<file path="src/rtl/core/s2c_pkg.sv">
// ----------------------------------------------------------------------------
// s2c_pkg: shared types and constants for the spherical to Cartesian block
// Field widths, CORDIC formats, the arctangent table and the lane structure
// that travels down the chain of rotation cells.
// ----------------------------------------------------------------------------
package s2c_pkg;

  localparam int RADIUS_BITS  = 16;
  localparam int ANGLE_BITS   = 16;
  localparam int OUT_BITS     = RADIUS_BITS + 1;

  // Rotation datapath: Q1.15 sine and cosine, 32-bit phase residual.
  localparam int CORDIC_STEPS = 15;
  localparam int STEP_W       = $clog2(CORDIC_STEPS);
  localparam int CW           = 18;
  localparam int ZW           = 32;
  localparam int SC_W         = 16;
  localparam int PROD_W       = 2 * SC_W;
  localparam int FRAC_XY      = 2 * (SC_W - 1);
  localparam int FRAC_Z       = SC_W - 1;
  localparam int XY_W         = RADIUS_BITS + 1 + PROD_W;
  localparam int ZP_W         = RADIUS_BITS + 1 + SC_W;

  // Gain-compensated 1.0 in Q1.15.
  localparam logic signed [CW-1:0] CORDIC_X0 = CW'(19899);

  // Arctangent of 2^-i in units of 2^-32 turn.
  localparam logic [ZW-1:0] ATAN_TURNS [CORDIC_STEPS] = '{
    32'h20000000, 32'h12E4051E, 32'h09FB385B, 32'h051111D4, 32'h028B0D43,
    32'h0145D7E1, 32'h00A2F61E, 32'h00517C55, 32'h0028BE53, 32'h00145F2F,
    32'h000A2F98, 32'h000517CC, 32'h00028BE6, 32'h000145F3, 32'h0000A2FA
  };

  typedef struct packed {
    logic signed [CW-1:0] x;
    logic signed [CW-1:0] y;
    logic signed [ZW-1:0] z;
    logic                 flip;
  } rot_t;

  typedef struct packed {
    logic [RADIUS_BITS-1:0] radius;
    rot_t                   zen;
    rot_t                   azi;
  } lane_t;

endpackage

</file>
<file path="src/rtl/core/s2c_prep.sv">
// ----------------------------------------------------------------------------
// s2c_prep: angle folding stage
// Turns each binary angle into a residual within a quarter turn of zero,
// marks the angles that were moved by a half turn, and seeds the rotators.
// ----------------------------------------------------------------------------
module s2c_prep import s2c_pkg::*; (
  input  logic                   clk,
  input  logic                   rst,
  input  logic                   en,
  input  logic                   in_valid,
  input  logic [RADIUS_BITS-1:0] radius,
  input  logic [ANGLE_BITS-1:0]  zenith_angle,
  input  logic [ANGLE_BITS-1:0]  azimuth_angle,
  output logic                   out_valid,
  output lane_t                  out_lane
);

  function automatic rot_t fold(input logic [ANGLE_BITS-1:0] angle);
    logic [ZW-1:0] phase;
    rot_t          r;
    phase  = {angle, {(ZW-ANGLE_BITS){1'b0}}};
    r.flip = phase[ZW-1] ^ phase[ZW-2];
    // Adding a half turn only toggles the top bit of the phase.
    r.z    = $signed({phase[ZW-1] ^ r.flip, phase[ZW-2:0]});
    r.x    = CORDIC_X0;
    r.y    = '0;
    return r;
  endfunction

  always_ff @(posedge clk) begin
    if (rst) begin
      out_valid <= 1'b0;
    end else if (en) begin
      out_valid <= in_valid;
    end
  end

  always_ff @(posedge clk) begin
    if (en) begin
      out_lane.radius <= radius;
      out_lane.zen    <= fold(zenith_angle);
      out_lane.azi    <= fold(azimuth_angle);
    end
  end

  // The folded residual always lies within a quarter turn of zero.
  a_zen_folded: assert property (@(posedge clk) disable iff (rst)
    out_valid |-> (out_lane.zen.z[ZW-1] == out_lane.zen.z[ZW-2]))
    else $error("zenith residual outside a quarter turn");
  a_azi_folded: assert property (@(posedge clk) disable iff (rst)
    out_valid |-> (out_lane.azi.z[ZW-1] == out_lane.azi.z[ZW-2]))
    else $error("azimuth residual outside a quarter turn");
  a_seed: assert property (@(posedge clk) disable iff (rst)
    out_valid |-> (out_lane.zen.x == CORDIC_X0 && out_lane.azi.y == '0))
    else $error("rotator seed corrupted");

endmodule

</file>
<file path="config.mk">
export PLATFORM = sky130hd
export DESIGN_NAME = s2c_prep
export DESIGN_NICKNAME = d
export VERILOG_FILES = /design/src/rtl/core/s2c_pkg.sv /design/src/rtl/core/s2c_prep.sv
export SDC_FILE = /design/constraint.sdc
export NUM_CORES = 1
export LEC_CHECK = 0
export BUFFER_PORTS_ARGS = -buffer_cell sky130_fd_sc_hd__buf_4
export CAP_MARGIN = 20
export CORE_UTILIZATION = 37
export DETAILED_ROUTE_END_ITERATION = 10
export PLACE_DENSITY = 0.8
export SKIP_CTS_REPAIR_TIMING = 1
export SYNTH_ARGS = -nofsm -noshare
export SYNTH_HDL_FRONTEND = slang
export SYNTH_SLANG_ARGS = --single-unit
</file>
<file path="constraint.sdc">
create_clock -name clk -period 0.8 [get_ports clk]
set_input_delay 0.16 -clock clk [delete_from_list [all_inputs] [get_ports clk]]
set_output_delay 0.16 -clock clk [all_outputs]
set_load 0.01 [all_outputs]
</file>
Yosys cells after proc, flatten, opt, wreduce, memory -nomap -nowiden
Cells that the tools add are included.
{ "totals": {"regBits": 51, "in_bits": 52, "out_inout_bits": 155, "elab_cells": 10} }
{ "classes": {"bitwise_logic": 4} }
{ "op_table": {"columns": ["operator", "n"], "rows": [
  ["1-bit XOR", 4]
]} }

Logic depth before layout (Yosys ltp)
{ "logic_depth": {"ltp_word": 2, "depth_mapped": 2, "depth_no_buf": 2} }

Least setup slack after synthesis
No wires, ideal clock.
{ "synth_path": {"kind": "reg2reg", "from": "register out_valid (netlist name)", "to": "register out_valid", "arrival_ns": 0.476, "required_time_ns": 0.686, "slack_ns": 0.210, "path_stages_with_launch": 3, "n_path_buf": 0, "period_less_slack_ns": 0.590, "cell_sequence": "dfxtp_1 mux2i_1 nor2_1"} }
{ "synth_lines": {"columns": ["element", "line", "source"], "rows": [
  ["end signal, assigned", "s2c_prep.sv:34", "out_valid <= in_valid;"],
  ["end, declared", "s2c_prep.sv:14", "output logic out_valid,"]
]} }

Final worst setup path
{ "layout_path": {"from": "register out_lane[143] (netlist name)", "to": "output port out_lane[143] (netlist name)"} }
{ "layout_lines": {"columns": ["element", "line", "source"], "rows": [
  ["start, declared", "s2c_prep.sv:15", "output lane_t out_lane"]
]} }
No word-level cell between the ends.

==> impl_metrics.csv <==
group,metric,value,unit
synth,synth_largest_area_cell,"edfxtp_1",
power,sw_frac_of_total,0.246,
die,die_y,81.7,µm
cts,cts_tree,"built",
timing,setup_viol,51,
timing,hold_viol,0,
die,die_x,81.7,µm
route,drcViolationCount,0,
global_routing,grt_usage,0.112,
cts,cts_buffer_depth,2,
timing,finalCriticalPeriod,1.03,ns
synth,yosys_most_used_dff,"edfxtp_1",
synth,seq_area_frac_synth,0.648,
cts,clk_pin_slew_worst_paths,0.09,ns
power,internal_power,0.00432,W
timing,setup_ws,-0.226,ns
cts,cts-root-buf,"clkbuf_8",
final_layout,fin_nets,323,
worst_setup_path,path_cells,"buf_6",
cts,cts.sinks,51,
power,ir_drop,1.14,mV
die,coreArea,6030,µm²
worst_setup_path,cp_slowest_cell,"edfxtp_1",
route,dr.first_iter.drc_count,33,
place,place_area,2840,µm²
route,viasPerCell,3.55,
die,start_util,0.390,
worst_setup_path,cpPeakStageDelay,0.42,ns
synth,synth_area_leaders,"edfxtp_1 64%, buf_4 33%, dfxtp_1 0.85%",
route,routed_wl,4240,µm
cts,worst_skew_pair.late_latency,0.30,ns
timing,rsz0062_at_grt,"yes",
power,power,0.00574,W
route,wire_per_inst,12.2,µm
power,combPwrFrac,0.182,
power,p_per_area,1840,nW/µm²
worst_setup_path,critPathLaunchType,"flop",
worst_setup_path,critPathArrivalTime,0.87,ns
place,dp_hpwl,3490,µm
flow_run,cap_violations,0,
outcome,violations,"setup timing",
place,port_buffers,102,
synth,syn_inst,163,
synth,yosysUniqueCellTypes,8,
power,p_clk_frac,0.248,
worst_setup_path,crit_family,"flip-flops",
synth,netlist_area,2350,µm²
worst_setup_path,crit_fanout,1,
global_routing,grt-ovfl-total,0,
cts,numCtsBuffers,5,
min_path,hold_class,"input port to flop",
synth,synth.most_common_cell,"buf_4",
route,drtAntennaViolNets,0,
worst_setup_path,path_class,"flop to output port",
die,io_pins,207,
synth,yosys_warnings,0,
synth,postSynthAreaPerCell,14.4,µm²
cts,htree_levels,2,
timing,min_period_over_period,1.28,
outcome,status,"finished, violations left",
place,routabilityCongestion,0.632,
power,p_leak,1.47,nW
final_layout,drive_gt1_frac,0.415,
power,seqPwrFrac,0.571,
global_routing,antenna_found_initial,0,
synth,synth_common_cells,"104 x buf_4, 50 x edfxtp_1, 2 x clkbuf_1, 2 x conb_1, 2 x xor2_1",
global_routing,first_global_vias,955,
final_layout,design_area,3130,µm²
synth,synth-edff-count,50,
worst_setup_path,cp.required,0.64,ns
timing,timing.fmax,975,MHz
synth,synth-seq-cells,51,
final_layout,area_growth,33.1,%
route,dr_total_vias,1232,
worst_setup_path,path_buf_inv,1,
global_routing,grt_max_degree,30,
route,firstDrtPassIters,4,
worst_setup_path,worst_setup_path_end_kind,"output port",
final_layout,n_antenna_cell,0,
timing,slew_violations,0,
timing,skew,0,ns
synth,synthArstFlopShare,0,
power,switchingPower,0.00141,W
synth,yosysTopAreaCellShare,0.639,
global_routing,grt_pass1_wl,5220,µm
die,dieArea,6670,µm²
die,core.rowCount,28,
## metrics by stage
step | hold slack, ns | setup TNS [ns] | setup WS, ns | utilization | instances
floorplan | 0.232 | 0 | 0.210 | - | 265
global placement | 0.334 | -0.0148 | -0.0148 | 0.472 | 338
detailed placement | 0.333 | -0.00732 | -0.00732 | 0.472 | 338
CTS | -0.00450 | -10.25 | -0.248 | 0.486 | 346
global route | 0.0118 | -11.15 | -0.261 | 0.519 | 347
finish | 0.0275 | -9.44 | -0.226 | 0.519 | 347
## cell type report
type	instances	area, µm²
clock inverter	3	18.8
sequential	51	1520
fill	482	2900
timing repair buffer	105	1000
clock buffer	5	68.8
tap	75	93.8
multi-input combinational	108	422
## flip-flops by register name (all words and copies together), names as in the netlist
signal	cells
out_lane	50
out_valid	1
## worst paths after layout
path	start	to	slack [ns]	depth (start not counted)
max	out_lane[143]$_DFFE_PP_	out_lane[143]	-0.23	1
min	radius[4]	out_lane[142]$_DFFE_PP_	0.03	1
max reg2reg	out_valid$_SDFFE_PP0P_	out_valid$_SDFFE_PP0P_	0.20	2
min reg2reg	out_valid$_SDFFE_PP0P_	out_valid$_SDFFE_PP0P_	0.52	2
## logic make-up (layout without fill, tap and decap cells)
kind of cell,Yosys count,count (layout),synth area share
multiplexers,1,1,0.00426
XOR/XNOR,2,2,0.00746
buffers and inverters,106,113,0.336
other,2,104,0.00320
AND/OR/NAND/NOR,1,1,0.00160
flip-flops,51,51,0.648
## layer usage
layer  routed length, µm  global-route usage  up-vias
met1                1240               0.106      553
met3                 599              0.0511        9
met5                   0                   0        -
met2                2280               0.206      124
li1                    -                   -      546
met4                 115              0.0526        0
## cell usage in the layout, fill, tap and decap left out, types with 2 or more instances in the layout
cell type / Yosys / layout
edfxtp_1: 50 / 50
conb_1: 2 / 104
clkinv_2: 0 / 2
buf_12: 0 / 2
clkbuf_8: 0 / 5
buf_4: 104 / 53
buf_6: 0 / 49
xor2_1: 2 / 2
## power groups by stage
| stage | clock network, W | logic (W) | registers, W |
|---|---|---|---|
| 2_1_floorplan | 0 | 0.000602 | 0.00340 |
| 3_3_place_gp | 0 | 0.000906 | 0.00328 |
| 3_5_place_dp | 0 | 0.000925 | 0.00330 |
| 4_1_cts | 0.00148 | 0.000925 | 0.00324 |
| 5_1_grt | 0.00155 | 0.00114 | 0.00329 |
| 6_report | 0.00142 | 0.00104 | 0.00327 |
Power figures use the tool's default switching activity.
