===== src/rtl/core/s2c_pkg.sv =====
// ----------------------------------------------------------------------------
// s2c_pkg: shared types and constants for the spherical to Cartesian block
// Field widths, CORDIC formats, the arctangent table and the lane structure
// that travels down the chain of rotation cells.
// ----------------------------------------------------------------------------
package s2c_pkg;

  localparam int RADIUS_BITS  = 16;
  localparam int ANGLE_BITS   = 16;
  localparam int OUT_BITS     = RADIUS_BITS + 1;

  // Rotation datapath: Q1.15 sine and cosine, 32-bit phase residual.
  localparam int CORDIC_STEPS = 15;
  localparam int STEP_W       = $clog2(CORDIC_STEPS);
  localparam int CW           = 18;
  localparam int ZW           = 32;
  localparam int SC_W         = 16;
  localparam int PROD_W       = 2 * SC_W;
  localparam int FRAC_XY      = 2 * (SC_W - 1);
  localparam int FRAC_Z       = SC_W - 1;
  localparam int XY_W         = RADIUS_BITS + 1 + PROD_W;
  localparam int ZP_W         = RADIUS_BITS + 1 + SC_W;

  // Gain-compensated 1.0 in Q1.15.
  localparam logic signed [CW-1:0] CORDIC_X0 = CW'(19899);

  // Arctangent of 2^-i in units of 2^-32 turn.
  localparam logic [ZW-1:0] ATAN_TURNS [CORDIC_STEPS] = '{
    32'h20000000, 32'h12E4051E, 32'h09FB385B, 32'h051111D4, 32'h028B0D43,
    32'h0145D7E1, 32'h00A2F61E, 32'h00517C55, 32'h0028BE53, 32'h00145F2F,
    32'h000A2F98, 32'h000517CC, 32'h00028BE6, 32'h000145F3, 32'h0000A2FA
  };

  typedef struct packed {
    logic signed [CW-1:0] x;
    logic signed [CW-1:0] y;
    logic signed [ZW-1:0] z;
    logic                 flip;
  } rot_t;

  typedef struct packed {
    logic [RADIUS_BITS-1:0] radius;
    rot_t                   zen;
    rot_t                   azi;
  } lane_t;

endpackage


===== src/rtl/core/s2c_scale.sv =====
// ----------------------------------------------------------------------------
// s2c_scale: unfold, multiply and round
// Restores the sign of folded angles, saturates sine and cosine to Q1.15,
// forms the sine-cosine products, scales by the radius and rounds.
// ----------------------------------------------------------------------------
module s2c_scale import s2c_pkg::*; (
  input  logic                       clk,
  input  logic                       rst,
  input  logic                       en,
  input  logic                       in_valid,
  input  lane_t                      in_lane,
  output logic                       out_valid,
  output logic signed [OUT_BITS-1:0] x_coord,
  output logic signed [OUT_BITS-1:0] y_coord,
  output logic signed [OUT_BITS-1:0] z_coord
);

  localparam logic signed [XY_W-1:0] LIM_XY = XY_W'({1'b0, {RADIUS_BITS{1'b1}}});
  localparam logic signed [ZP_W-1:0] LIM_Z  = ZP_W'({1'b0, {RADIUS_BITS{1'b1}}});
  localparam logic signed [XY_W-1:0] RND_XY = XY_W'(1) <<< (FRAC_XY - 1);
  localparam logic signed [ZP_W-1:0] RND_Z  = ZP_W'(1) <<< (FRAC_Z - 1);
  localparam logic signed [CW-1:0]   SC_MAX = CW'({1'b0, {(SC_W-1){1'b1}}});
  localparam logic signed [CW-1:0]   SC_MIN = -SC_MAX - CW'(1);
  localparam logic [OUT_BITS-1:0]    OUT_MIN = {1'b1, {RADIUS_BITS{1'b0}}};

  function automatic logic signed [SC_W-1:0] unfold(input logic signed [CW-1:0] v,
                                                     input logic flip);
    logic signed [CW-1:0] s;
    s = flip ? -v : v;
    priority if (s > SC_MAX) return SC_W'(SC_MAX);
    else if (s < SC_MIN)     return SC_W'(SC_MIN);
    else                     return s[SC_W-1:0];
  endfunction

  function automatic logic signed [OUT_BITS-1:0] sat_xy(input logic signed [XY_W-1:0] p);
    logic signed [XY_W-1:0] v;
    v = (p + RND_XY) >>> FRAC_XY;
    priority if (v > LIM_XY) return OUT_BITS'(LIM_XY);
    else if (v < -LIM_XY)    return OUT_BITS'(-LIM_XY);
    else                     return v[OUT_BITS-1:0];
  endfunction

  function automatic logic signed [OUT_BITS-1:0] sat_z(input logic signed [ZP_W-1:0] p);
    logic signed [ZP_W-1:0] v;
    v = (p + RND_Z) >>> FRAC_Z;
    priority if (v > LIM_Z) return OUT_BITS'(LIM_Z);
    else if (v < -LIM_Z)    return OUT_BITS'(-LIM_Z);
    else                    return v[OUT_BITS-1:0];
  endfunction

  // Stage 1: unfolded sine and cosine.
  logic                   v1;
  logic [RADIUS_BITS-1:0] r1;
  logic signed [SC_W-1:0] st, ct, sp, cp;
  // Stage 2: sine-cosine products.
  logic                   v2;
  logic [RADIUS_BITS-1:0] r2;
  logic signed [PROD_W-1:0] pc, ps;
  logic signed [SC_W-1:0] ct2;
  // Stage 3: radius-scaled values.
  logic                   v3;
  logic signed [XY_W-1:0] px, py;
  logic signed [ZP_W-1:0] pz;

  always_ff @(posedge clk) begin
    if (rst) begin
      v1        <= 1'b0;
      v2        <= 1'b0;
      v3        <= 1'b0;
      out_valid <= 1'b0;
    end else if (en) begin
      v1        <= in_valid;
      v2        <= v1;
      v3        <= v2;
      out_valid <= v3;
    end
  end

  always_ff @(posedge clk) begin
    if (en) begin
      r1      <= in_lane.radius;
      st      <= unfold(in_lane.zen.y, in_lane.zen.flip);
      ct      <= unfold(in_lane.zen.x, in_lane.zen.flip);
      sp      <= unfold(in_lane.azi.y, in_lane.azi.flip);
      cp      <= unfold(in_lane.azi.x, in_lane.azi.flip);
      r2      <= r1;
      pc      <= st * cp;
      ps      <= st * sp;
      ct2     <= ct;
      px      <= $signed({1'b0, r2}) * pc;
      py      <= $signed({1'b0, r2}) * ps;
      pz      <= $signed({1'b0, r2}) * ct2;
      x_coord <= sat_xy(px);
      y_coord <= sat_xy(py);
      z_coord <= sat_z(pz);
    end
  end

  // Saturation never lets the most negative code through.
  a_x_range: assert property (@(posedge clk) disable iff (rst)
    out_valid |-> (x_coord != OUT_MIN))
    else $error("x_coord outside the symmetric range");
  a_y_range: assert property (@(posedge clk) disable iff (rst)
    out_valid |-> (y_coord != OUT_MIN))
    else $error("y_coord outside the symmetric range");
  a_z_range: assert property (@(posedge clk) disable iff (rst)
    out_valid |-> (z_coord != OUT_MIN))
    else $error("z_coord outside the symmetric range");

endmodule


===== config.mk =====
export PLATFORM = sky130hd
export DESIGN_NAME = s2c_scale
export DESIGN_NICKNAME = d
export VERILOG_FILES = /design/src/rtl/core/s2c_pkg.sv /design/src/rtl/core/s2c_scale.sv
export SDC_FILE = /design/constraint.sdc
export NUM_CORES = 2
export LEC_CHECK = 0
export BUFFER_PORTS_ARGS = -buffer_cell sky130_fd_sc_hd__buf_2
export CORE_AREA = 2 2 322 451
export DETAILED_ROUTE_END_ITERATION = 16
export DIE_AREA = 0 0 324 453
export HOLD_SLACK_MARGIN = 0.08
export PLACE_DENSITY = 0.78
export SKIP_LAST_GASP = 1
export SLEW_MARGIN = 20
export SYNTH_ARGS = -nofsm -noshare
export SYNTH_HDL_FRONTEND = slang
export SYNTH_SLANG_ARGS = --single-unit

===== constraint.sdc =====
create_clock -name clk -period 8.97 [get_ports clk]
set_input_delay 1.794 -clock clk [delete_from_list [all_inputs] [get_ports clk]]
set_output_delay 1.794 -clock clk [all_outputs]
set_load 0.005 [all_outputs]

## Yosys cells after proc, flatten, opt, wreduce, memory -nomap -nowiden

Index checks and enable logic that the tools add are counted.

| word-level totals | value |
|---|---|
| flip-flop bits (word level) | 362 |
| bits of input ports | 158 |
| output and inout port bits | 52 |
| logic and storage cells | 62 |

| operators by class | value |
|---|---|
| $add $sub $neg | 7 |
| multipliers | 5 |
| $lt $le $gt $ge | 14 |
| multiplexer cells | 11 |
| reductions and logical operators | 3 |

Operators by type and width:

| operator | number |
|---|---|
| $add A49 B31 Y49 const B | 2 |
| $mul A17 B32 Y49 | 2 |
| $gt A18 B16 Y1 const B | 4 |
| $lt A18 B16 Y1 const B | 4 |
| $mux W18 | 4 |
| $neg A18 Y18 | 4 |
| $mul A16 B16 Y32 | 2 |
| $mux W16 | 4 |
| $mux W17 | 3 |
| $gt A19 B17 Y1 const B | 2 |
| $lt A19 B17 Y1 const B | 2 |
| $add A33 B16 Y33 const B | 1 |
| $mul A17 B16 Y33 | 1 |
| $gt A18 B17 Y1 const B | 1 |
| $lt A18 B17 Y1 const B | 1 |
| $reduce_or A2 Y1 | 3 |

## Logic depth before layout (Yosys ltp)

| depth | value |
|---|---|
| depth after elaboration | 4 |
| mapped depth | 26 |
| mapped depth without buffers | 24 |

## Least setup slack after synthesis

Ideal clock, no wire load.

| timing | value |
|---|---|
| path type | register -> register |
| from | register r2[8] |
| to | register py[47], data pin |
| setup time | 0.258 ns |
| data arrival time | 6.183 ns |
| required time | 8.712 ns |
| setup slack | 2.529 ns |
| cell stages (with the launch flop) | 25 |
| period minus slack after synthesis | 6.441 ns |
| cell sequence | edfxtp_1 -> clkbuf_1 -> clkbuf_1 -> nand2_1 -> fa_1 -> inv_1 -> fa_1 -> inv_1 -> fa_1 -> inv_1 -> fa_1 -> fa_1 -> inv_1 -> fa_1 -> inv_1 -> ha_1 -> a2111oi_0 -> o21ai_0 -> a211oi_1 -> a211oi_1 -> o31ai_1 -> a21oi_1 -> or3_1 -> a21oi_1 -> xnor2_1 |

| between the ends | value |
|---|---|
| word-level cells in the longest chain between the ends | 1 |

Ends and longest elaborated chain:

| what | line | RTL |
|---|---|---|
| from (decl) | s2c_scale.sv:57 | `logic [RADIUS_BITS-1:0] r2;` |
| from (signal assigned) | s2c_scale.sv:86 | `r2 <= r1;` |
| $mul A17 B32 Y49 | s2c_scale.sv:91 | `py <= $signed({1'b0, r2}) * ps;` |
| to (signal assigned) | s2c_scale.sv:91 |  |
| to (decl) | s2c_scale.sv:62 | `logic signed [XY_W-1:0] px, py;` |

Every way passes these cells.
A chain may end at the register's enable or synchronous reset.

## Worst setup path after layout

| timing | value |
|---|---|
| from | register r2[5] |
| to | register px[33], data pin |

| between the ends | value |
|---|---|
| word-level cells in the longest chain between the ends | 1 |

Ends and longest elaborated chain:

| what | line | RTL |
|---|---|---|
| $mul A17 B32 Y49 | s2c_scale.sv:90 | `px <= $signed({1'b0, r2}) * pc;` |
| to (signal assigned) | s2c_scale.sv:90 |  |
| to (decl) | s2c_scale.sv:62 |  |

Every way passes these cells.

==> impl_results.md <==
- Vias in the first global route: 60300
- Area of the multi-input gates: 57800 µm²
- Nets: 10200
- Slew HR: 23.9%
- Dpl hpwl: 138 mm
- Layout fillers: 12200
- Worst hold slack: 0.407 ns
- Commonest cells after routing, fill and taps aside: inv_1 (1960), fa_1 (1691), nand2_1 (1033)
- Site Rows: 164
- DR iter-0 viols: 3266
- Synth-to-layout area growth: 4.91%
- Largest delay contributor family on the critical path: adder cells
- First-pass GRT wire length: 299 mm
- Netlist cell types: 86
- Yosys reg bits: 290
- Post-Syn Instances: 7941
- Area of the die: 147000 µm²
- DRC viols: 0
- Hold depth: 0
- R2R cell count: 22
- Clock period minus worst slack: 7.95 ns
- Top cells by area, synth: fa_1 (45%), edfxtp_1 (11%), inv_1 (9.8%), ha_1 (8.7%), and2_1 (6.9%)
- Num CTS Buffers: 38
- Setup WS pre-CTS: 1.24 ns
- Largest net degree at the start of global routing: 133
- Drt first pass iters: 6
- CP cell instances: buf_4, and2_1, fa_1, inv_1, fa_1, fa_1, inv_1, fa_1, fa_1, inv_1, fa_1, inv_1, ha_1, o21ai_0, a21oi_1, a311o_1, o2111ai_1, a31oi_1, o21ai_0, nor2b_1, o21bai_1, xor2_1
- ANT nets after route: 0
- Layout cells sized above 1: 4.07%
- Status: completed
- CP arrival: 8.35 ns
- TNS Setup: 0 ns
- Post-synth top flop: edfxtp_1
- Worst Setup SP: r2[5]$_DFFE_PP_
- GRT Util Overall: 25.7%
- Worst Path Max Fanout: 23
- Worst setup path end: px[33]$_DFFE_PP_
- Critical R2R Capture: px[33]$_DFFE_PP_
- Worst-Skew Late Latency: 0.66 ns
- DIE HEIGHT: 453 µm
- Core box area: 143000 µm²
- GRT overflow: 0
- CP Launch Type: flip-flop
- CP max stage delay: 1.08 ns
- Mapped Nets: 10300
- CTS resizes: 0
- Post-CTS Setup Bufs: 0
- Placed Cells incl. Taps: 9712
- Crit path required time: 9.37 ns
- CP Class: reg2reg
- Register Area: 8670 µm²
- Initial core utilization: 52.7%
- Area share of the leading cell type in the synthesized netlist: 45.0%
- Fmax: 126 MHz
- CTS Buffer Depth: 3
- Crit path capture type: flip-flop
- Buf/Inv on CP: 5
- Mapped Area: 75200 µm²
- Final wirelength: 179 mm
- IO buf count: 145
- Slew Viols, Final: 0
- Avg WL per Cell: 18.3 µm
- Syn. warnings: 0
- Sink Count: 290
- Clk_skew: 0.0401 ns
- Mean Syn Cell Area: 9.47 µm²
- Number of flops mapped to enable cells by yosys: 286
- Worst hold path class: reg2reg
- Critical Path Most Common Cell: fa_1
- CTS tree: built
- Seq/Total Area, Yosys: 11.5%
- Via count: 53500
- Yosys top cell by area: fa_1
- Worst path depth: 22
- Final hold vios: 0
- H-tree levels: 2
- Final period util: 88.6%
- Worst slew pin tran: 1.14 ns
- MaxCap Viol Count: 0
- Reg2reg setup slack: 1.02 ns
- # setup viols final: 0
- Root buf cell: clkbuf_16
- Hold buffer count at cts: 0
- FFs w/ async S/R, synth: 0%
- Clock-pin slew on the worst setup and hold paths: 0.07 ns
- Final worst slack: 1.02 ns
- Worst path slowest cell: edfxtp_1
- RSZ-0062 raised after global routing: no
- Die X: 324 µm
- RD Place Congestion: 0.925
- Post-Layout Cell Count: 9783
- Initial antenna violation count: 3
- Reg-to-Reg Start: r2[5]$_DFFE_PP_
- IO Pins: 210
- Commonest non-fill, non-tap cell in the layout: inv_1
- Drt via density: 5.47
==> sequential cells by signal, indices dropped and copies added (netlist names) <==
name	cells
cp	16
ct	16
ct2	16
out_valid	1
pc	32
ps	32
px	20
py	20
pz	19
r1	16
r2	16
sp	16
st	16
v1	1
v2	1
v3	1
x_coord	17
y_coord	17
z_coord	17
==> worst min-delay path by stage <==
| stage | to | slack (ns) | from |
|---|---|---|---|
| 2_1_floorplan | ct2[0]$_DFFE_PP_ | 0.40 | ct[0]$_SDFFCE_PN1P_ |
| 3_3_place_gp | ct2[2]$_DFFE_PP_ | 0.40 | ct[2]$_SDFFCE_PN1P_ |
| 3_5_place_dp | ct2[4]$_DFFE_PP_ | 0.41 | ct[4]$_SDFFCE_PN1P_ |
| 4_1_cts | ct2[10]$_DFFE_PP_ | 0.40 | ct[10]$_SDFFCE_PN1P_ |
| 5_1_grt | ct2[13]$_DFFE_PP_ | 0.41 | ct[13]$_SDFFCE_PN1P_ |
| 6_report | ct2[10]$_DFFE_PP_ | 0.41 | ct[10]$_SDFFCE_PN1P_ |
==> layer usage <==
metal / track usage [%] / up-vias / share of wire (%)
met5: 0 / - / 0
met3: 3.23 / 670 / 6.6
met4: 13.2 / 0 / 5.8
met2: 45.9 / 2178 / 51
met1: 30.1 / 27300 / 36
li1: - / 23300 / -
==> per-stage QoR <==
step | cell area [µm²] | utilization [%]
detailed placement | 77600 | 54.4
finish | 78900 | 55.3
global placement | 77600 | 54.4
global route | 78900 | 55.3
floorplan | 75200 | -
CTS | 78900 | 55.3
==> cell type report <==
class	count	share of cell area, %
inverters	1961	9.33
clock inverters	26	0.384
repair buffers	214	1.75
flip-flops and latches	290	11.0
well taps	1909	3.03
diodes	2	0.00635
multi-input cells	5339	73.3
clock buffers	42	1.22
==> logic make-up after synthesis <==
group / Yosys count / share of synthesized area, %
adder cells (fa/ha/maj): 2211 / 53.7
flip-flops: 290 / 11.5
buffers and inverters: 2312 / 11.6
AND/OR/NAND/NOR: 2275 / 15.0
AO/OA/AOI/OAI: 589 / 5.11
multiplexers: 10 / 0.135
XOR/XNOR: 254 / 2.96
==> synthesized netlist by cell type (7+ instances only) <==
| cell type | n |
|---|---|
| a2111oi_0 | 8 |
| a211o_1 | 8 |
| a211oi_1 | 27 |
| a21o_1 | 69 |
| a21oi_1 | 132 |
| a31oi_1 | 17 |
| and2_1 | 832 |
| and3_1 | 20 |
| and4_1 | 13 |
| buf_1 | 7 |
| buf_2 | 10 |
| clkbuf_1 | 331 |
| edfxtp_1 | 286 |
| fa_1 | 1691 |
| ha_1 | 520 |
| inv_1 | 1960 |
| mux2i_1 | 9 |
| nand2_1 | 1033 |
| nand2b_1 | 23 |
| nand3_1 | 56 |
| nand4_1 | 29 |
| nor2_1 | 143 |
| nor2b_1 | 22 |
| nor3_1 | 37 |
| nor4_1 | 11 |
| o2111ai_1 | 8 |
| o211ai_1 | 8 |
| o21a_1 | 18 |
| o21ai_0 | 164 |
| o21ai_2 | 10 |
| o21bai_1 | 23 |
| o31ai_1 | 18 |
| o41ai_1 | 13 |
| or2_2 | 9 |
| or3_1 | 17 |
| or4_1 | 8 |
| xnor2_1 | 137 |
| xor2_1 | 117 |
Power is left out: the tool's default activity adds up to more than one toggle a clock period on the data nets, which glitch-free logic cannot reach.
