===== config.mk =====
export PLATFORM = sky130hd
export DESIGN_NAME = s2c_cell
export DESIGN_NICKNAME = d
export VERILOG_FILES = /design/src/rtl/core/s2c_pkg.sv /design/src/rtl/core/s2c_cell.sv
export SDC_FILE = /design/constraint.sdc
export NUM_CORES = 1
export LEC_CHECK = 0
export BUFFER_PORTS_ARGS = -buffer_cell sky130_fd_sc_hd__buf_4
export CAP_MARGIN = 15
export CORE_MARGIN = 1.5
export CORE_UTILIZATION = 52
export DETAILED_ROUTE_END_ITERATION = 8
export GPL_TIMING_DRIVEN = 0
export PLACE_DENSITY = 0.75
export SYNTH_ARGS = -nofsm -noshare
export SYNTH_HDL_FRONTEND = slang
export SYNTH_SLANG_ARGS = --single-unit

===== constraint.sdc =====
create_clock -name clk -period 5.7 [get_ports clk]
set_clock_uncertainty 0.05 [all_clocks]
set_input_delay 0 -clock clk [delete_from_list [all_inputs] [get_ports clk]]
set_output_delay 0 -clock clk [all_outputs]
set_load 0.02 [all_outputs]

===== src/rtl/core/s2c_pkg.sv =====
// ----------------------------------------------------------------------------
// s2c_pkg: shared types and constants for the spherical to Cartesian block
// Field widths, CORDIC formats, the arctangent table and the lane structure
// that travels down the chain of rotation cells.
// ----------------------------------------------------------------------------
package s2c_pkg;

  localparam int RADIUS_BITS  = 16;
  localparam int ANGLE_BITS   = 16;
  localparam int OUT_BITS     = RADIUS_BITS + 1;

  // Rotation datapath: Q1.15 sine and cosine, 32-bit phase residual.
  localparam int CORDIC_STEPS = 15;
  localparam int STEP_W       = $clog2(CORDIC_STEPS);
  localparam int CW           = 18;
  localparam int ZW           = 32;
  localparam int SC_W         = 16;
  localparam int PROD_W       = 2 * SC_W;
  localparam int FRAC_XY      = 2 * (SC_W - 1);
  localparam int FRAC_Z       = SC_W - 1;
  localparam int XY_W         = RADIUS_BITS + 1 + PROD_W;
  localparam int ZP_W         = RADIUS_BITS + 1 + SC_W;

  // Gain-compensated 1.0 in Q1.15.
  localparam logic signed [CW-1:0] CORDIC_X0 = CW'(19899);

  // Arctangent of 2^-i in units of 2^-32 turn.
  localparam logic [ZW-1:0] ATAN_TURNS [CORDIC_STEPS] = '{
    32'h20000000, 32'h12E4051E, 32'h09FB385B, 32'h051111D4, 32'h028B0D43,
    32'h0145D7E1, 32'h00A2F61E, 32'h00517C55, 32'h0028BE53, 32'h00145F2F,
    32'h000A2F98, 32'h000517CC, 32'h00028BE6, 32'h000145F3, 32'h0000A2FA
  };

  typedef struct packed {
    logic signed [CW-1:0] x;
    logic signed [CW-1:0] y;
    logic signed [ZW-1:0] z;
    logic                 flip;
  } rot_t;

  typedef struct packed {
    logic [RADIUS_BITS-1:0] radius;
    rot_t                   zen;
    rot_t                   azi;
  } lane_t;

endpackage


===== src/rtl/core/s2c_cell.sv =====
// ----------------------------------------------------------------------------
// s2c_cell: one CORDIC rotation step
// Applies one micro-rotation to both the zenith and the azimuth rotator and
// hands the lane to the next cell. The step input is tied to a constant.
// ----------------------------------------------------------------------------
module s2c_cell import s2c_pkg::*; (
  input  logic              clk,
  input  logic              rst,
  input  logic              en,
  input  logic [STEP_W-1:0] step,
  input  logic              in_valid,
  input  lane_t             in_lane,
  output logic              out_valid,
  output lane_t             out_lane
);

  function automatic rot_t rotate(input rot_t r, input logic [STEP_W-1:0] i);
    logic signed [CW-1:0] dx;
    logic signed [CW-1:0] dy;
    logic signed [ZW-1:0] a;
    rot_t                 n;
    dx = r.y >>> i;
    dy = r.x >>> i;
    a  = $signed(ATAN_TURNS[i]);
    n  = r;
    if (!r.z[ZW-1]) begin
      n.x = r.x - dx;
      n.y = r.y + dy;
      n.z = r.z - a;
    end else begin
      n.x = r.x + dx;
      n.y = r.y - dy;
      n.z = r.z + a;
    end
    return n;
  endfunction

  always_ff @(posedge clk) begin
    if (rst) begin
      out_valid <= 1'b0;
    end else if (en) begin
      out_valid <= in_valid;
    end
  end

  always_ff @(posedge clk) begin
    if (en) begin
      out_lane.radius <= in_lane.radius;
      out_lane.zen    <= rotate(in_lane.zen, step);
      out_lane.azi    <= rotate(in_lane.azi, step);
    end
  end

endmodule


After elaboration in Yosys (flattened, before gate mapping)
Memory sizes are Yosys's and may differ from the RTL's.
Index checks and enable logic that the tools add are counted.
{"block": "word_totals", "regBits": 155, "romBits": 512, "output_inout_bits": 155, "memories": 1}
{"block": "classes", "n_addsub": 12, "order_cmp": 1, "n_shift": 4, "muxes": 4, "bitwise": 1}
{"name": "(no name shown)", "depth": 16, "width": 32, "rd": 1, "rd_ports_with_merged_regs": 0, "wr": 0, "line": "s2c_cell.sv:24", "source": "a = $signed(ATAN_TURNS[i]);"}
{"cell": "$mux 68", "count": 2}
{"cell": "$add 18x18->18", "count": 4}
{"cell": "$sshr 18x4->18", "count": 4}
{"cell": "$sub 18x18->18", "count": 4}
{"cell": "$add 32x32->32", "count": 2}
{"cell": "$mux 32", "count": 2}
{"cell": "$sub 32x32->32", "count": 2}
{"cell": "$ge 5x5->1 const B", "count": 1}
{"cell": "$not 4->5", "count": 1}

Longest topological paths before layout
Gate-level depths: netlist of the first run.
{"block": "depth", "ltp_word": 6, "mapped_depth": 27}

Worst setup path after synthesis of the first run
No wires, ideal clock.
{"block": "synth_path", "path_type": "input to register", "startpoint": "input port step[0]", "endpoint": "register out_lane[31] (netlist bit), data pin", "setup_time_ns": 0.261, "t_arrival_ns": 5.158, "path_slack_ns": 0.231, "cell_stages": 25, "n_path_buf": 5, "path_cell_list": "clkbuf_2 buf_4 buf_4 buf_2 buf_2 inv_1 ha_1 mux4_2 inv_1 ha_1 inv_1 nor4b_1 and3_1 or2_2 o21ai_0 ha_1 o21ai_0 nor2_1 o221ai_1 a21oi_1 o31ai_1 o21ai_0 o41ai_1 nor4b_1 a311o_1"}
{"block": "synth_via", "elab_chain_len": 6}
{"element": "start: declaration", "line": "s2c_cell.sv:10", "source": "input logic [STEP_W-1:0] step,"}
{"element": "$not 4->5 (implied by the code) *", "line": "s2c_cell.sv:24"}
{"element": "$mem_v2 16x32 *"}
{"element": "$mux 32 (implied by the code) * (2 in series)", "line": "s2c_cell.sv:24"}
{"element": "$sub 32x32->32 or $add 32x32->32 (tied branches)", "line": "s2c_cell.sv:29, s2c_cell.sv:33"}
{"element": "$mux 68 *", "line": "s2c_cell.sv:26", "source": "if (!r.z[ZW-1]) begin"}
{"element": "end: declaration", "line": "s2c_cell.sv:14", "source": "output lane_t out_lane"}
Every way passes the cells marked *; elsewhere a longest branch is shown, timed or not. The select of a mux whose other input is x is not followed.
A chain may end at the register's enable or synchronous reset.

Worst setup path after layout of the first run
{"block": "layout_path", "startpoint": "input port step[1]", "endpoint": "register out_lane[67] (netlist bit), data pin"}
{"block": "layout_via", "elab_chain_len": 3}
{"element": "$sshr 18x4->18 *", "line": "s2c_cell.sv:22", "source": "dx = r.y >>> i;"}
{"element": "$sub 18x18->18 or $add 18x18->18 (tied branches)", "line": "s2c_cell.sv:27, s2c_cell.sv:31"}
{"element": "$mux 68 *", "line": "s2c_cell.sv:26"}
Every way passes the cells marked *; elsewhere a longest branch is shown, timed or not.

==> results of run 1 <==
-- stage by stage --
stage | cells | total power, mW | TNS [ps] | instance area, um^2 | setup slack [ps]
after floorplan | 1847 | 3.65 | 0 | 16900 | 231
after global placement | 2596 | 4.59 | -39620 | 19800 | -1610
after detailed placement | 2597 | 4.65 | -42880 | 19900 | -1680
after CTS | 2683 | 5.88 | 0 | 21100 | 35.0
after global routing | 2684 | 6.23 | -17.8 | 21200 | -17.8
final | 2684 | 5.92 | 0 | 21200 | 181
-- kinds of logic (layout without fill, tap and decap cells) --
group,count (synthesis),count (layout),share of synthesized area (%)
xor gates and xnor gates,188,188,9.72
other,0,2,0
muxes,138,138,12.8
AOI/OAI and AO/OA,520,520,19.2
and+or+nand+nor,542,542,15.2
buffers and inverters,143,543,3.52
DFF,155,155,27.4
adders and majority gates,161,161,12.2
-- cell type report --
cell class | count | area (um^2) | area share (%)
timing repair buffer | 374 | 2970 | 14.0
multi-input combinational | 1549 | 11800 | 55.8
antenna | 2 | 5.00 | 0.0236
inverter | 61 | 233 | 1.10
buffer | 76 | 377 | 1.78
clock inverter | 15 | 164 | 0.774
clock buffer | 17 | 425 | 2.01
tap | 435 | 544 | 2.57
sequential | 155 | 4640 | 21.9
-- worst max-delay path by stage --
stage | slack (ps) | cells after the start | endpoint
2_1_floorplan | 230 | 25 | out_lane[31]
3_5_place_dp | -1680 | 20 | out_lane[100]
5_1_grt | -20 | 24 | out_lane[31]
3_3_place_gp | -1610 | 20 | out_lane[100]
4_1_cts | 30 | 20 | out_lane[31]
6_report | 180 | 22 | out_lane[67]
-- power by group through the flow --
stage / sequential [mW] / combinational [mW] / clock [mW]
detailed placement: 1.74 / 2.91 / 0
global route: 1.74 / 3.25 / 1.23
finish: 1.72 / 3.03 / 1.18
global placement: 1.74 / 2.85 / 0
CTS: 1.72 / 2.97 / 1.19
floorplan: 2.08 / 1.58 / 0
-- cell usage in the layout, fill, tap and decap left out, types with 21 or more instances in the layout --
cell	synthesis	final
inv_1	58	57
ha_1	155	153
buf_4	4	318
a21o_1	34	34
nor3_1	37	37
mux4_2	59	59
nor2_1	189	189
dlygate4sd3_1	0	56
clkbuf_1	40	29
edfxtp_1	154	154
mux2i_1	43	43
mux2_2	35	35
nand2_1	136	136
xnor2_1	130	130
xor2_1	58	58
nand3_1	33	33
o21ai_0	122	120
a21oi_1	169	168
o21a_1	26	26
a31oi_1	21	21
nor2b_1	28	28
nand2b_1	33	33
-- flip-flops by register name, indices dropped and copies added (netlist names) --
register   flops
out_lane     154
out_valid      1
-- cells in the mapped netlist (all sizes together) (14+ instances only) --
cell type	count
buf	41
nor2	190
inv	59
a31oi	21
a211oi	15
xor2	58
edfxtp	154
o21a	26
clkbuf	41
nor3	37
nor2b	28
a21o	34
a21oi	169
ha	155
nand3	33
xnor2	130
nand2b	33
nand4	14
nand2	136
mux2	36
mux4	59
mux2i	43
o21ai	125
-- critical path, delay by kind of cell --
kind,cells,cell delay [ps]
simple gates,3,210
compound gates,9,2240
buf+inv,5,1420
mux,3,1000
fa+ha+maj,2,780
-- metal layers --
metal | vias to the layer above | track usage, % | share of wire (%) | wire length [um]
met5 | - | 0 | 0.058 | 37
li1 | 7700 | - | - | -
met4 | 2 | 18.7 | 5.0 | 3180
met3 | 184 | 6.38 | 9.0 | 5710
met1 | 8076 | 46.7 | 39 | 25000
met2 | 1032 | 61.9 | 47 | 29500
-- repair_timing --
action / in CTS / in global routing
hold buffers: 56 / 0
hold endpoints to repair: 106 / 0
setup buffers: 2 / 1
endpoints found under the setup margin: 37 / 17
pin swaps: 1 / 3
gates resized for setup: 18 / 24
==> results.json, run 1 <==
{
  "max_stage_delay_ps": 600,
  "min_path_type": "in2reg",
  "hold-path-cell-count": 3,
  "numCtsBuffers": 17,
  "dieArea_mm2": 0.0337,
  "path_clk_slew_ps": 70,
  "start_util_pct": 53.3,
  "min_from": "in_lane[27]",
  "syn_area_per_cell_um2": 9.17,
  "wl_per_cell_um": 23.6,
  "relSlewSlack_pct": 26.9,
  "reg2reg_depth": 3,
  "die_w_um": 184,
  "synth.area.top_cells": "edfxtp_1, ha_1, mux4_2",
  "worst_hold_slack_ps": 17.2,
  "synth_top_area_cell": "edfxtp_1",
  "syn_to_final_growth_pct": 25.0,
  "grt_pass1_vias": 16487,
  "switching_share_pct": 39.7,
  "fin_crit_sh_pct": 96.8,
  "synth_area_mm2": 0.0169,
  "cp_max_fo": 10,
  "synth_nets": 2170,
  "grtUsageTotal_pct": 37.3,
  "dp_hpwl_um": 49300,
  "final-setup-viol-count": 0,
  "io_buffer_count": 314,
  "antenna_found_initial": 2,
  "critPathCaptureType": "flip-flop",
  "drive_gt1_share_pct": 23.2,
  "ff2ff_setup_slack_ps": 4440,
  "whs_endpoint": "out_lane[27]",
  "p_comb_share_pct": 51.1,
  "synth_cell_types": 81,
  "status": "complete, no violations",
  "insertion_delay_ps": 460,
  "yosys.area.top_type_share_pct": 27.3,
  "core-area_mm2": 0.0318,
  "power_density_mw_per_mm2": 280,
  "internal_power_mw": 3.57,
  "dr_total_vias": 16994,
  "p_clk_share_pct": 19.9,
  "fin_nets": 2557,
  "remaining_drc_errors": 0,
  "worstReg2RegStart": "out_valid",
  "async_flop_share_pct": 0,
  "worstPathArrival_ps": 5680,
  "synth-edff-count": 154,
  "r2r_end": "out_valid",
  "yosysWarnings": 0,
  "cts_tree": "built",
  "crit_top_cell": "buf_2",
  "row_count": 65,
  "crit_path_start": "step[1]",
  "syn_inst": 1847,
  "synth-main-ff-cell": "edfxtp_1",
  "cp_cell_sequence": "buf_4, clkbuf_4, buf_2, buf_2, buf_2, mux4_2, mux2i_1, nor2_1, a21oi_1, ha_1, nand2_1, o21ai_0, fa_1, a21o_1, a21oi_1, o21bai_1, o311ai_0, a311oi_1, o21a_1, o21a_1, mux2i_1, nand2_1",
  "cts_sinks": 155,
  "slew_violations": 0,
  "fmax_ghz": 0.181,
  "grt_max_degree": 104,
  "tightest_slew_ps": 1100,
  "critPathKind": "in2reg",
  "detail_route.wirelength_um": 63400,
  "firstDrtPassIters": 6,
  "crit_path_top_delay_cell": "o311ai_0",
  "yosysSeqAreaShare_pct": 27.4,
  "finalHoldViolCount": 0,
  "overflow": 0,
  "io_pins": 317,
  "grt_pass1_wl_um": 94900,
  "seqPwrFrac_pct": 29.0,
  "required_ps": 5860,
  "period_needed_ps": 5520,
  "cts-htree-levels": 4,
  "netSwitchingPower_mw": 2.35,
  "startpoint_type": "primary input",
  "p_leak_nw": 8.86,
  "gp_congestion": 1.06,
  "clk_path_buf_depth": 2,
  "root_buffer": "clkbuf_16",
  "ant_nets": 0,
  "ir_drop_uv": 232,
  "die_h_um": 184,
  "utilization_pct": 66.6,
  "drt_iter0_markers": 1633,
  "maxCapViolations": 0,
  "fill_cells": 2540,
  "vias_per_cell": 6.33,
  "rsz0062_at_grt": "true",
  "synth-seq-cells": 155
}
No activity file was read; power rests on OpenSTA's default activity.
==> run 2: changes to the inputs <==
- ABC_CLOCK_PERIOD_IN_PS: not set -> 5700
- CORE_MARGIN: 1.5 -> not set
==> run 2 against run 1 <==
Via count is 1.1% higher. First-iteration DRC count is 0.80% higher. Core utilization is 0.33 points lower. Clock power is 8% lower. Largest cell class unchanged. Sequential share of layout area is 0.11 points higher. Die area is 1.1% lower. Highest routed layer is now met4. Critical endpoint is now out_lane[49]. Non-clock buffer count is 5 lower. Sequential power hardly changed.
==> results.json, run 2 (same netlist as run 1, synthesis figures left out) <==
{
  "slew_violations": 0,
  "fin_crit_sh_pct": 97.3,
  "insertion_delay_ps": 450,
  "required_ps": 5860,
  "grt_max_degree": 103,
  "tightest_slew_ps": 1000,
  "cts-htree-levels": 4,
  "firstDrtPassIters": 9,
  "max_stage_delay_ps": 780,
  "drt_iter0_markers": 1646,
  "overflow": 0,
  "antenna_found_initial": 2,
  "finalHoldViolCount": 0,
  "startpoint_type": "primary input",
  "fill_cells": 2541,
  "top_register": "out_lane",
  "final_cell_mix": "buf_4, nor2_1, a21oi_1",
  "critPathCaptureType": "flip-flop",
  "numCtsBuffers": 17,
  "drive_gt1_share_pct": 23.4,
  "gp_congestion": 1.04,
  "start_util_pct": 53.3,
  "period_needed_ps": 5550,
  "final_common_cell": "buf_4",
  "remaining_drc_errors": 0,
  "largestRegisters": "out_lane: 154 flops, out_valid: 1 flops",
  "place_inst": 2597,
  "largest_register_ffs": 154,
  "p_leak_nw": 8.81,
  "core-area_mm2": 0.0318,
  "row_count": 65,
  "min_path_type": "in2reg",
  "relSlewSlack_pct": 33.1,
  "final-setup-viol-count": 0,
  "wl_met3_um": 5910,
  "maxCapViolations": 0,
  "cp_cell_sequence": "buf_4, buf_2, buf_2, buf_2, buf_2, buf_1, a21o_1, inv_1, ha_1, mux2i_1, inv_1, fa_1, nor2b_1, o21ai_0, a21boi_0, o21ai_0, a2111oi_0, nor3_1, o41ai_1, a21oi_1, xnor2_1",
  "highest_layer": "met4",
  "dieArea_mm2": 0.0333,
  "m1WireLength_um": 25200,
  "detail_route.wirelength_um": 64400,
  "grtUsageTotal_pct": 38.4,
  "crit_top_cell": "buf_2",
  "critPathKind": "in2reg",
  "io_pins": 317,
  "fmax_ghz": 0.180,
  "vias_per_cell": 6.41,
  "wl_per_cell_um": 24.0,
  "ant_nets": 0,
  "cts_sinks": 155,
  "worstReg2RegStart": "out_valid",
  "io_buffer_count": 314,
  "cts_tree": "built",
  "final_cells": 2679,
  "fin_nets": 2552,
  "rsz0062_at_grt": "true",
  "crit_path_start": "step[2]",
  "syn_to_final_growth_pct": 24.4,
  "min_from": "in_lane[95]",
  "status": "complete, no violations",
  "ir_drop_uv": 197,
  "clk_path_buf_depth": 2,
  "worstPathArrival_ps": 5710,
  "critPathBufInv": 8,
  "path_clk_slew_ps": 70,
  "die_h_um": 183,
  "dp_hpwl_um": 50100,
  "ff2ff_setup_slack_ps": 4500,
  "crit_family": "buffers and inverters",
  "grt_pass1_vias": 16761,
  "setup_tns_ps": 0,
  "dr_wl_met2_um": 30100,
  "cp_max_fo": 10,
  "crit_path_top_delay_cell": "a2111oi_0",
  "grt_pass1_wl_um": 96700,
  "power_density_mw_per_mm2": 278,
  "die_w_um": 183,
  "dr_total_vias": 17185,
  "root_buffer": "clkbuf_16"
}
## run 2: changes by cell type in the layout (fill, tap and decap cells not counted), sizes merged
| cell | previous run | this run |
|---|---|---|
| dlygate4sd3 | 56 | 49 |
| buf | 353 | 356 |
| bufinv | 2 | 0 |
| clkinvlp | 3 | 5 |
| clkbuf | 58 | 57 |
| clkinv | 8 | 9 |
| inv | 63 | 62 |
## run 2: what timing repair did
item                                   4_1_cts  5_1_grt
gates cloned                                 0        0
resized for setup                           22       19
setup endpoints to repair                   40       18
buffers inserted                             2        3
endpoints found under the hold margin      100        0
hold buffers                                49        0
pin swaps                                    1        4
## run 2: stage by stage
step	cell area (um^2)	util [%]	total power, mW	hold slack, ps	setup slack (ps)
2_1_floorplan	16900	-	3.65	22.4	231
3_3_place_gp	19800	62.4	4.58	108	-1610
3_5_place_dp	19900	62.5	4.67	110	-1800
4_1_cts	21000	66.1	5.80	3.45	25.0
5_1_grt	21100	66.3	6.15	23.2	-76.7
6_report	21100	66.3	5.86	15.5	153
## run 2: per-layer routing
metal / vias up / GRT usage, %
li1: 7671 / -
met3: 216 / 7.16
met1: 8278 / 47.5
met5: - / 0
met4: 0 / 18.7
met2: 1020 / 64.2
## run 2: cell type report
class                           instances  area (um^2)  area share (%)
Timing Repair Buffer                  369         2920            13.8
Clock buffer                           17          425            2.02
Inverter                               61          233            1.10
Sequential cell                       155         4640            22.0
Tap cell                              435          544            2.58
Antenna cell                            2         5.00          0.0237
Multi-Input combinational cell       1549        11800            56.1
Clock inverter                         15          116           0.552
Buffer                                 76          369            1.75
## run 2: where the power goes
group	switching [mW]	total (mW)	leakage, nW	internal, mW
clock	0.525	1.09	0.256	0.561
sequential	0.0828	1.72	1.52	1.64
combinational	1.76	3.05	7.04	1.29
## run 2: worst reg2reg max path, cell delays in order, from the launching register on
cell and delay (ps):
dfxtp_1 320, mux2i_1 130, nor2_1 50, dlygate4sd3_1 540
## run 2: final timing paths
kind,depth (start not counted),to
max,21,out_lane[49]
min,3,out_lane[95]
max reg2reg,3,out_valid
min reg2reg,3,out_valid
==> run 3: changes to the inputs <==
- RECOVER_POWER: not set -> 25
==> run 3 against run 2 <==
Critical endpoint unchanged. Total power down 1.0%. Via count grew 0.52%. Sequential power about the same. Die area is the same. The run now ends with capacitance limit, slew limit left. Highest routed layer unchanged. Setup slack worse by 7.7 ps. Cell count is the same. Largest cell class unchanged. Sequential share of layout area grew 0.19 points.
==> results.json, run 3 (same netlist as run 1, synthesis figures left out) <==
{
  "netSwitchingPower_mw": 2.37,
  "core-area_mm2": 0.0318,
  "max_stage_delay_ps": 770,
  "grtUsageMet2_pct": 64.2,
  "grtUsageTotal_pct": 38.4,
  "p_clk_share_pct": 18.7,
  "largest_register_ffs": 154,
  "ir_drop_uv": 198,
  "place_inst": 2597,
  "met3_usage_pct": 7.16,
  "relSlewSlack_pct": -110,
  "critPathBufInv": 8,
  "numCtsBuffers": 17,
  "critPathKind": "in2reg",
  "overflow": 0,
  "crit_path_start": "step[2]",
  "cts_tree": "built",
  "tightest_slew_ps": 3150,
  "grt_pass1_wl_um": 96700,
  "cp_max_fo": 10,
  "grt_pass1_vias": 16761,
  "power_density_mw_per_mm2": 277,
  "startpoint_type": "primary input",
  "crit_family": "buffers and inverters",
  "insertion_delay_ps": 460,
  "status": "finished with violations",
  "crit_top_cell": "buf_2",
  "cp_cell_sequence": "buf_4, buf_2, buf_2, buf_2, buf_2, buf_1, a21o_1, inv_1, ha_1, mux2i_1, inv_1, fa_1, nor2b_1, o21ai_0, a21boi_0, o21ai_0, a2111oi_0, nor3_1, o41ai_1, a21oi_1, xnor2_1",
  "internal_power_mw": 3.43,
  "final_common_cell": "buf_4",
  "detail_route.wirelength_um": 64600,
  "utilization_pct": 65.7,
  "die_h_um": 183,
  "start_util_pct": 53.3,
  "remaining_drc_errors": 0,
  "busiest_layer": "met2",
  "clk_path_buf_depth": 2,
  "drt_iter0_markers": 1873,
  "final_cell_mix": "buf_4, nor2_1, a21oi_1",
  "gp_congestion": 1.04,
  "p_leak_nw": 8.63,
  "final_cells": 2679,
  "io_pins": 317,
  "min_path_type": "in2reg",
  "syn_to_final_growth_pct": 23.4,
  "ant_nets": 0,
  "dieArea_mm2": 0.0333,
  "p_comb_share_pct": 51.6,
  "grt_util_met1_pct": 47.5,
  "fill_cells": 2605,
  "worstReg2RegStart": "out_valid",
  "grt_max_degree": 103,
  "root_buffer": "clkbuf_16",
  "dp_hpwl_um": 50100,
  "crit_path_top_delay_cell": "buf_1",
  "cts-htree-levels": 4,
  "fin_nets": 2552,
  "firstDrtPassIters": 6,
  "required_ps": 5860,
  "multiInputGateArea_mm2": 0.0118,
  "path_clk_slew_ps": 70,
  "rsz0062_at_grt": "true",
  "dr_total_vias": 17274,
  "switching_share_pct": 40.9,
  "wl_per_cell_um": 24.1,
  "finalHoldViolCount": 0,
  "final-setup-viol-count": 0,
  "fmax_ghz": 0.180,
  "io_buffer_count": 314,
  "maxCapViolations": 1,
  "critPathCaptureType": "flip-flop",
  "worstPathArrival_ps": 5720,
  "min_from": "in_lane[95]",
  "die_w_um": 183,
  "period_needed_ps": 5550,
  "fin_crit_sh_pct": 97.4,
  "slew_violations": 54,
  "top_register": "out_lane",
  "seqPwrFrac_pct": 29.6,
  "largestRegisters": "out_lane: 154 flops, out_valid: 1 flops",
  "row_count": 65,
  "cts_sinks": 155,
  "violations": "capacitance limit, slew limit",
  "vias_per_cell": 6.45,
  "antenna_found_initial": 2,
  "regArea_mm2": 0.00464,
  "drive_gt1_share_pct": 21.3
}
[run 3: cell count changes in the layout (fill, tap and decap cells not counted), sizes merged]
cell	delta
buf	-64
clkbuf	+64
[run 3: power groups by stage]
| stage | clock, mW | combinational [mW] | sequential [mW] |
|---|---|---|---|
| 3_3_place_gp | 0 | 2.85 | 1.73 |
| 3_5_place_dp | 0 | 2.93 | 1.74 |
| 6_report | 1.09 | 2.99 | 1.72 |
| 4_1_cts | 1.09 | 2.99 | 1.72 |
| 2_1_floorplan | 0 | 1.58 | 2.08 |
| 5_1_grt | 1.14 | 3.21 | 1.74 |
[run 3: through the flow]
stage | cell area, um^2 | hold slack, ps | total power, mW | setup slack, ps | setup TNS [ps]
after floorplan | 16900 | 22.4 | 3.65 | 231 | 0
after global placement | 19800 | 108 | 4.58 | -1610 | -40410
after detailed placement | 19900 | 110 | 4.67 | -1800 | -43540
after CTS | 21000 | 3.45 | 5.80 | 25.0 | 0
after global routing | 20900 | 23.2 | 6.09 | -76.7 | -115
final | 20900 | 16.5 | 5.80 | 146 | 0
[run 3: area by class of cell]
type / count / share of cell area, %
multi-input cells: 1549 / 56.6
flip-flops and latches: 155 / 22.2
repair buffers: 369 / 13.1
well taps: 435 / 2.60
clock buffers: 17 / 2.04
plain buffers: 76 / 1.77
inverters: 61 / 1.11
clock inverters: 15 / 0.557
diodes: 2 / 0.0239
[run 3: what timing repair did]
item / CTS / global route
buffers inserted: 2 / 3
resized for setup: 22 / 19
pin swaps: 1 / 4
endpoints found under the hold margin: 100 / 0
hold buffers: 49 / 0
endpoints found under the setup margin: 40 / 18
[run 3: tightest hold or removal path, stage by stage]
cell,delay [ps]
buf_4,80
ha_1,200
xnor2_1,130
[run 3: final timing paths]
| path | to | slack, ps | cells after the start |
|---|---|---|---|
| max | out_lane[49] | 150 | 21 |
| min | out_lane[95] | 20 | 3 |
| max reg2reg | out_valid | 4470 | 3 |
| min reg2reg | out_valid | 1000 | 3 |
[run 3: layer usage]
metal  wire, um  up-vias
met5          0        -
met4       3180        0
met3       5790      203
met2      30100     1023
met1      25500     8366
li1           -     7682
